--- src/sv/ilb_pkg.sv ---
// Package for the integer list buffer: widths, operation codes, word types
// and the sequencer state type. No dependencies.
`default_nettype none

package ilb_pkg;

    localparam int DEPTH  = 32;                  // store entries
    localparam int ADDR_W = $clog2(DEPTH);       // slot index width
    localparam int LEN_W  = $clog2(DEPTH + 1);   // fill count width
    localparam int DATA_W = 32;

    localparam logic [2:0] FUNC_ADD     = 3'd0;
    localparam logic [2:0] FUNC_RM_FAST = 3'd1;
    localparam logic [2:0] FUNC_RM_STAB = 3'd2;
    localparam logic [2:0] FUNC_FIND_FW = 3'd3;
    localparam logic [2:0] FUNC_FIND_BW = 3'd4;
    localparam logic [2:0] FUNC_CLEAR   = 3'd5;

    typedef struct packed {
        logic [2:0]               func;
        logic signed [DATA_W-1:0] value;
        logic [ADDR_W-1:0]        position_in;
    } t_in_word;

    typedef struct packed {
        logic              ok;
        logic [ADDR_W-1:0] position_out;
        logic [LEN_W-1:0]  fill_count;
    } t_out_word;

    typedef logic [LEN_W-1:0] t_cfg_word;

    typedef enum logic [1:0] {
        S_IDLE,
        S_READ,
        S_DRAIN,
        S_DONE
    } t_state;

endpackage

`default_nettype wire

--- src/sv/ilb_stream_if.sv ---
// Valid/ready channel interface with a typed payload.
// Used for the item, result and configuration channels; no dependencies.
`default_nettype none

interface ilb_stream_if #(
    parameter type T = logic
);
    logic valid;
    logic ready;
    T     data;

    modport source (output valid, output data, input ready);
    modport sink   (input valid, input data, output ready);
endinterface

`default_nettype wire

--- src/sv/integer_list_buffer.sv ---
// Top level of the integer list buffer: a bounded list of 32-bit words kept in
// a one-port-read, one-port-write synchronous memory. Depends on ilb_pkg and
// ilb_stream_if.
//
//   Channel  Dir  Payload                              Accepted when
//   i_in     in   func, value, position_in             valid && ready
//   o_out    out  ok, position_out, fill_count         valid && ready
//   i_cfg    in   capacity_limit (6 bits)              valid && ready
//
// One item is worked at a time. Add, clear and unused codes go from acceptance
// straight to the final state with no memory reads. Fast remove reads the last
// entry and writes it into the slot; a search walks the list and stable remove
// the entries above the slot, reading one slot per cycle through the single
// memory read port. i_rst_n is synchronous and active low; it
// empties the list and sets the capacity to 32, while the memory itself keeps
// whatever it held. A stalled result word holds the sequencer in its final
// state, and no new word is taken on i_in until the previous result has been
// loaded into the output register.
`default_nettype none

module integer_list_buffer (
    input  wire                  i_clk,
    input  wire                  i_rst_n,
    ilb_stream_if.sink           i_in,
    ilb_stream_if.source         o_out,
    ilb_stream_if.sink           i_cfg
);
    import ilb_pkg::*;

    // Storage.
    logic signed [DATA_W-1:0] mem [DEPTH];
    logic signed [DATA_W-1:0] r_rdata;

    // Sequencer state and control.
    t_state              r_state, n_state;
    logic [LEN_W-1:0]    r_len, n_len;
    t_cfg_word           r_cap;
    logic                r_rd_vld, n_rd_vld;
    logic [ADDR_W-1:0]   r_rd_addr, n_rd_addr;
    logic [ADDR_W-1:0]   r_idx, n_idx;
    logic [ADDR_W-1:0]   r_last, n_last;
    logic                r_up, n_up;

    // Latched item and working result.
    logic [2:0]               r_func, n_func;
    logic signed [DATA_W-1:0] r_value, n_value;
    logic [ADDR_W-1:0]        r_pos, n_pos;
    logic                     r_ok, n_ok;
    logic [ADDR_W-1:0]        r_found, n_found;

    // Output register.
    logic      r_out_valid, n_out_valid;
    t_out_word r_out_data, n_out_data;

    // Memory port controls.
    logic                     mem_re, mem_we;
    logic [ADDR_W-1:0]        mem_ra, mem_wa;
    logic signed [DATA_W-1:0] mem_wd;

    logic              in_acc;
    logic              out_free;
    logic [LEN_W-1:0]  len_m1;
    logic [ADDR_W-1:0] last_slot;
    logic              can_add;
    logic              pos_ok;
    logic              is_search;
    logic              hit;
    logic              need_scan;

    assign i_in.ready  = (r_state == S_IDLE);
    assign i_cfg.ready = 1'b1;
    assign o_out.valid = r_out_valid;
    assign o_out.data  = r_out_data;

    assign in_acc    = i_in.valid && i_in.ready;
    assign out_free  = !r_out_valid || o_out.ready;
    assign len_m1    = r_len - LEN_W'(1);
    assign last_slot = len_m1[ADDR_W-1:0];

    // The capacity in use is the smaller of the register and the store depth.
    assign can_add = (r_len < r_cap) && (r_len < LEN_W'(DEPTH));
    assign pos_ok  = {1'b0, i_in.data.position_in} < r_len;

    assign is_search = (r_func == FUNC_FIND_FW) || (r_func == FUNC_FIND_BW);
    // A search stops at the first match in its walking order.
    assign hit = r_rd_vld && is_search && (r_rdata == r_value);

    // Decide at acceptance whether the item needs any memory reads. A fast
    // remove of the last slot and a stable remove of the last slot only drop
    // the fill count.
    always_comb begin
        need_scan = 1'b0;
        case (i_in.data.func)
            FUNC_RM_FAST: need_scan = pos_ok && (i_in.data.position_in != last_slot);
            FUNC_RM_STAB: need_scan = pos_ok && (i_in.data.position_in < last_slot);
            FUNC_FIND_FW,
            FUNC_FIND_BW: need_scan = (r_len != '0);
            default:      need_scan = 1'b0;
        endcase
    end

    // Next state.
    always_comb begin
        n_state = r_state;
        case (r_state)
            S_IDLE: begin
                if (in_acc) begin
                    n_state = need_scan ? S_READ : S_DONE;
                end
            end
            S_READ: begin
                if (hit) begin
                    n_state = S_DONE;
                end else if (r_idx == r_last) begin
                    n_state = S_DRAIN;
                end
            end
            S_DRAIN: n_state = S_DONE;
            S_DONE: begin
                if (out_free) begin
                    n_state = S_IDLE;
                end
            end
            default: n_state = S_IDLE;
        endcase
    end

    // Datapath and memory port controls.
    always_comb begin
        n_len       = r_len;
        n_rd_vld    = 1'b0;
        n_rd_addr   = r_rd_addr;
        n_idx       = r_idx;
        n_last      = r_last;
        n_up        = r_up;
        n_func      = r_func;
        n_value     = r_value;
        n_pos       = r_pos;
        n_ok        = r_ok;
        n_found     = r_found;
        n_out_valid = r_out_valid;
        n_out_data  = r_out_data;
        mem_re      = 1'b0;
        mem_ra      = r_idx;
        mem_we      = 1'b0;
        mem_wa      = r_pos;
        mem_wd      = r_rdata;

        case (r_state)
            S_IDLE: begin
                if (in_acc) begin
                    n_func  = i_in.data.func;
                    n_value = i_in.data.value;
                    n_pos   = i_in.data.position_in;
                    n_ok    = 1'b0;
                    n_found = '0;
                    n_up    = 1'b1;
                    case (i_in.data.func)
                        FUNC_ADD: begin
                            if (can_add) begin
                                mem_we = 1'b1;
                                mem_wa = r_len[ADDR_W-1:0];
                                mem_wd = i_in.data.value;
                                n_len  = r_len + LEN_W'(1);
                                n_ok   = 1'b1;
                            end
                        end
                        FUNC_RM_FAST: begin
                            // The last entry is read and written into the slot.
                            if (pos_ok) begin
                                n_len  = len_m1;
                                n_ok   = 1'b1;
                                n_idx  = last_slot;
                                n_last = last_slot;
                            end
                        end
                        FUNC_RM_STAB: begin
                            // Entries above the slot each move down one place.
                            if (pos_ok) begin
                                n_len  = len_m1;
                                n_ok   = 1'b1;
                                n_idx  = i_in.data.position_in + ADDR_W'(1);
                                n_last = last_slot;
                            end
                        end
                        FUNC_FIND_FW: begin
                            n_idx  = '0;
                            n_last = last_slot;
                        end
                        FUNC_FIND_BW: begin
                            n_idx  = last_slot;
                            n_last = '0;
                            n_up   = 1'b0;
                        end
                        FUNC_CLEAR: begin
                            n_len = '0;
                            n_ok  = 1'b1;
                        end
                        default: n_ok = 1'b0;
                    endcase
                end
            end
            S_READ: begin
                mem_re    = 1'b1;
                mem_ra    = r_idx;
                n_rd_vld  = 1'b1;
                n_rd_addr = r_idx;
                if (r_idx != r_last) begin
                    n_idx = r_up ? r_idx + ADDR_W'(1) : r_idx - ADDR_W'(1);
                end
            end
            default: ;
        endcase

        // Read data arrives in the cycle after its address, in both scan states.
        if ((r_state == S_READ || r_state == S_DRAIN) && r_rd_vld) begin
            if (hit) begin
                n_ok    = 1'b1;
                n_found = r_rd_addr;
            end
            if (r_func == FUNC_RM_STAB) begin
                mem_we = 1'b1;
                mem_wa = r_rd_addr - ADDR_W'(1);
            end else if (r_func == FUNC_RM_FAST) begin
                mem_we = 1'b1;
                mem_wa = r_pos;
            end
        end

        if (r_state == S_DONE && out_free) begin
            n_out_valid             = 1'b1;
            n_out_data.ok           = r_ok;
            n_out_data.position_out = r_found;
            n_out_data.fill_count   = r_len;
        end else if (o_out.ready) begin
            n_out_valid = 1'b0;
        end
    end

    // Store: one write and one registered read per cycle.
    always_ff @(posedge i_clk) begin
        if (mem_we) begin
            mem[mem_wa] <= mem_wd;
        end
        if (mem_re) begin
            r_rdata <= mem[mem_ra];
        end
    end

    always_ff @(posedge i_clk) begin
        if (!i_rst_n) begin
            r_state     <= S_IDLE;
            r_len       <= '0;
            r_cap       <= LEN_W'(32);
            r_rd_vld    <= 1'b0;
            r_out_valid <= 1'b0;
        end else begin
            r_state     <= n_state;
            r_len       <= n_len;
            r_rd_vld    <= n_rd_vld;
            r_out_valid <= n_out_valid;
            if (i_cfg.valid && i_cfg.ready) begin
                r_cap <= i_cfg.data;
            end
        end
    end

    always_ff @(posedge i_clk) begin
        r_rd_addr  <= n_rd_addr;
        r_idx      <= n_idx;
        r_last     <= n_last;
        r_up       <= n_up;
        r_func     <= n_func;
        r_value    <= n_value;
        r_pos      <= n_pos;
        r_ok       <= n_ok;
        r_found    <= n_found;
        r_out_data <= n_out_data;
    end

    // The fill count never exceeds the store depth.
    a_len_bound: assert property (@(posedge i_clk) disable iff (!i_rst_n)
        r_len <= LEN_W'(DEPTH))
        else $error("fill count above store depth");

    // Every accepted word takes the sequencer out of the idle state in the cycle after.
    a_busy_after_accept: assert property (@(posedge i_clk) disable iff (!i_rst_n)
        in_acc |=> (r_state != S_IDLE))
        else $error("sequencer stayed idle after accepting a word");

    // A result word is only loaded from the final sequencer state.
    a_result_from_done: assert property (@(posedge i_clk) disable iff (!i_rst_n)
        $rose(r_out_valid) |-> $past(r_state == S_DONE))
        else $error("result loaded outside the final state");

    // Memory writes during a scan only occur with read data in hand.
    a_scan_write: assert property (@(posedge i_clk) disable iff (!i_rst_n)
        (mem_we && r_state != S_IDLE) |-> r_rd_vld)
        else $error("scan write without read data");

endmodule

`default_nettype wire

--- src/flat_wrapper.sv ---
// flat-port wrapper written by rule: the top's interface ports become plain ports
module integer_list_buffer_flat import ilb_pkg::*;
  (i_clk, i_rst_n, i_in_valid, i_in_data, i_in_ready, o_out_valid, o_out_data, o_out_ready, i_cfg_valid, i_cfg_data, i_cfg_ready);
  ilb_stream_if #(.T(t_in_word)) i_in_i ();
  ilb_stream_if #(.T(t_out_word)) o_out_i ();
  ilb_stream_if #(.T(t_cfg_word)) i_cfg_i ();
  input  wire i_clk;
  input  wire i_rst_n;
  input wire logic [$bits(i_in_i.valid)-1:0] i_in_valid;
  input wire logic [$bits(i_in_i.data)-1:0] i_in_data;
  output wire logic [$bits(i_in_i.ready)-1:0] i_in_ready;
  output wire logic [$bits(o_out_i.valid)-1:0] o_out_valid;
  output wire logic [$bits(o_out_i.data)-1:0] o_out_data;
  input wire logic [$bits(o_out_i.ready)-1:0] o_out_ready;
  input wire logic [$bits(i_cfg_i.valid)-1:0] i_cfg_valid;
  input wire logic [$bits(i_cfg_i.data)-1:0] i_cfg_data;
  output wire logic [$bits(i_cfg_i.ready)-1:0] i_cfg_ready;
  assign i_in_i.valid = i_in_valid;
  assign i_in_i.data = i_in_data;
  assign i_in_ready = i_in_i.ready;
  assign o_out_valid = o_out_i.valid;
  assign o_out_data = o_out_i.data;
  assign o_out_i.ready = o_out_ready;
  assign i_cfg_i.valid = i_cfg_valid;
  assign i_cfg_i.data = i_cfg_data;
  assign i_cfg_ready = i_cfg_i.ready;
  integer_list_buffer u_core (.i_clk(i_clk), .i_rst_n(i_rst_n), .i_in(i_in_i), .o_out(o_out_i), .i_cfg(i_cfg_i));
endmodule
--- config.mk ---
export PLATFORM = sky130hd
export DESIGN_NAME = integer_list_buffer_flat
export DESIGN_NICKNAME = d
export VERILOG_FILES = /design/src/sv/ilb_pkg.sv /design/src/sv/ilb_stream_if.sv /design/src/sv/integer_list_buffer.sv /design/src/flat_wrapper.sv
export SDC_FILE = /design/constraint.sdc
export NUM_CORES = 1
export LEC_CHECK = 0
export BUFFER_PORTS_ARGS = -buffer_cell sky130_fd_sc_hd__clkbuf_2
export CAP_MARGIN = 30
export CORE_AREA = 3 3 324 358
export CTS_CLUSTER_SIZE = 10
export DETAILED_ROUTE_END_ITERATION = 10
export DIE_AREA = 0 0 327 361
export GPL_TIMING_DRIVEN = 0
export SETUP_SLACK_MARGIN = 0.05
export SLEW_MARGIN = 20
export SYNTH_ARGS = -nofsm -noshare
export SYNTH_HDL_FRONTEND = slang
export SYNTH_SLANG_ARGS = --single-unit
export TNS_END_PERCENT = 5
--- constraint.sdc ---
create_clock -name i_clk -period 6.7 [get_ports i_clk]
set_clock_uncertainty 0.15 [all_clocks]
set_input_delay 0.335 -clock i_clk [delete_from_list [all_inputs] [get_ports i_clk]]
set_output_delay 0.335 -clock i_clk [all_outputs]
set_load 0.02 [all_outputs]
==> results.ini <==
[status]
status=complete, no violations

[floorplanning]
coreArea_um2=112000
ios=66
initial_utilization_pct=40.0
chipHeight_um=361
fp.dieW_um=327
die-area_um2=118000
fp-row-count=129

[logic_synthesis]
synth.area.top_cells=edfxtp_1 (75%), mux4_2 (16%), nand2_1 (1.1%)
yosysWarnings=0
synthFlopType=edfxtp_1
synth_most_common_cell=edfxtp_1
ys_types=60
synth_cells=2071
synth_top_area_share_pct=74.9
seq_area_frac_synth_pct=75.9
synth-seq-cells=1146
synth_edf_count=1124
synth_area_per_cell_um2=21.7
netlist_area_um2=45000
yosys-top-cells-count=edfxtp_1 (1124), mux4_2 (320), nand2_1 (134), nor2_1 (64), clkbuf_1 (50)
syn_nets=2148
yosys.area.top_type=edfxtp_1
async_reset_ff_share_pct=0

[drt]
drtAntennaViolNets=0
drc_errors=0
vias=23200
viasPerCell=5.81
drtIter0Drc=3188
wirelength_mm=121
drt-pass1-iter-count=6
wl_per_cell_um=30.3

[clocking]
cts.repair.resized=0
cts-root-buf=clkbuf_16
clock_latency_ns=0.72
cts-buffers-inserted=134
clk_pin_slew_ns=0.06
cts_sinks=1146
clk_path_buf_depth=3
htree_levels=4
post_cts_buffers=0
cts_tree=built

[global_route]
use_met1_pct=28.9
grt.met3_usage_pct=4.03
grt-ovfl-total=0
grt.total_usage_pct=20.5
grt_max_degree=34
top_usage_layer=met2
grt_pass1_vias=23900
grt_antenna_before_repair=1
grt_pass1_wl_mm=172
met2_usage_pct=32.2

[min_path]
hold_class=in2reg

[critical_path]
crit_path_max_fanout=10
crit_buf_inv=5
cp-start-kind=flip-flop
crit_required_ns=6.97
end_kind=flip-flop
cp_slowest_stage_delay_ns=0.59
cp_cell_sequence=inv_1, ha_1, nand2_1, clkbuf_1, nor2b_1, nand2_1, o311ai_2, nand2_1, nor3_2, buf_6, buf_6, buf_4
crit_path_top_delay_cell=nor3_2
cp_data_arrival_time_ns=5.06
crit_top_cell=nand2_1
path_delay_family=simple AND/OR/NAND/NOR gates
critPathKind=reg2reg
rrSetupSlack_ns=1.91

[power_and_ir_drop]
p_leak_nw=17.3
max-vdd-ir-drop_mv=0.237
power_density_nw_per_um2=347
total_power_mw=18.7

[cells_and_area]
layout-drive-gt1-share_pct=31.5
finalNonFillerCells=3988
fill_cells=9092
area_growth_pct=19.5
fin_util_pct=47.8
num-nets-final=2531
diodes=0

[timing]
slew_violations=0
fin_crit_sh_pct=71.5
hold-worst-slack_ns=0.0701
rsz0062_at_grt=false
finalHoldViolCount=0
worst_slew_pin_slew_ns=1.03
fin_crit_ns=4.79
finalSetupViolations=0
max_freq_ghz=0.209
relSlewSlack_pct=31.5

[placement]
gp_congestion=0.897
dp_hpwl_mm=81.8
io_buffers=63
place_inst=3743

[run]
maxCapViolCount=0

-- worst register-to-register path: cells and delay by family, from the launching register on --
kind | cells | cell delay [ns]
buf+inv | 5 | 1.08
simple gates | 5 | 2.00
compound gates | 1 | 0.55
flops | 1 | 0.32
fa+ha+maj | 1 | 0.39
-- layout by cell type, fill, tap and decap left out, drive strengths merged, types with 20 or more instances in the layout --
master / n
dlygate4sd3: 55
mux2: 33
nor2: 65
nand2: 134
a21oi: 23
edfxtp: 1124
mux4: 320
inv: 34
buf: 176
ha: 25
clkbuf: 258
xor2: 20
xnor2: 31
dfxtp: 22
-- layout make-up --
cell class | count | area [µm²] | share of cell area [%]
Multi-Input combinational cell | 801 | 10500 | 19.5
Inverter | 27 | 101 | 0.188
Sequential cell | 1146 | 34200 | 63.5
Clock buffer | 145 | 3390 | 6.31
Buffer | 97 | 494 | 0.918
Tap cell | 1506 | 1880 | 3.50
Timing Repair Buffer | 247 | 2980 | 5.54
Clock inverter | 19 | 273 | 0.507
-- routing by layer --
metal  vias up  part of all wire, %
li1       9332                    -
met2      1219                   47
met4         0                  3.3
met5         -                    0
met1     12400                   41
met3       242                  8.4
-- flip-flops by register name, indices dropped and copies added (netlist names) --
name / flops
u_core.r_func: 3
u_core.o_out.valid: 1
u_core.r_up: 1
u_core.r_rd_addr: 5
u_core.r_len: 6
u_core.r_last: 5
u_core.r_value: 32
u_core.r_pos: 5
u_core.o_out.data: 12
u_core.r_found: 5
u_core.mem: 1024
u_core.r_rdata: 32
u_core.r_rd_vld: 1
u_core.r_ok: 1
u_core.mem_ra: 5
u_core.r_cap: 6
u_core.r_state: 2
-- power breakdown --
| group | internal (mW) | leakage [nW] | switching (mW) |
|---|---|---|---|
| sequential | 8.61 | 10.3 | 0.103 |
| combinational | 1.48 | 5.17 | 2.12 |
| clock | 3.63 | 1.79 | 2.71 |
-- worst paths after layout --
kind	cells past startpoint	endpoint	from
worst max-delay path	12	u_core.mem[1][14]	u_core.r_state[1]
worst min-delay path	6	u_core.r_state[1]	i_in_valid
worst max register to register	12	u_core.mem[1][14]	u_core.r_state[1]
worst min register to register	0	u_core.o_out.data[11]	u_core.r_ok
-- cells by family after synthesis --
group	synth area share [%]
muxes	17.1
DFF	75.9
other	0.00833
buffers and inverters	1.30
adders and majority gates	0.739
and+or+nand+nor	2.49
AOI/OAI and AO/OA	1.45
xor gates and xnor gates	0.992
-- metrics by stage --
stage / worst slack, ns / cell area, µm² / TNS (ns)
4_1_cts: 2.09 / 53400 / 0
6_report: 1.91 / 53800 / 0
2_1_floorplan: 1.14 / 45000 / 0
3_3_place_gp: -3.66 / 47200 / -1606.24
5_1_grt: 1.83 / 53800 / 0
3_5_place_dp: 2.12 / 49200 / 0
-- what timing repair did --
action / 4_1_cts / 5_1_grt
endpoints found under the setup margin: 0 / 0
hold endpoints to repair: 52 / 0
hold buffers: 55 / 0
Power figures use the tool's default switching activity.
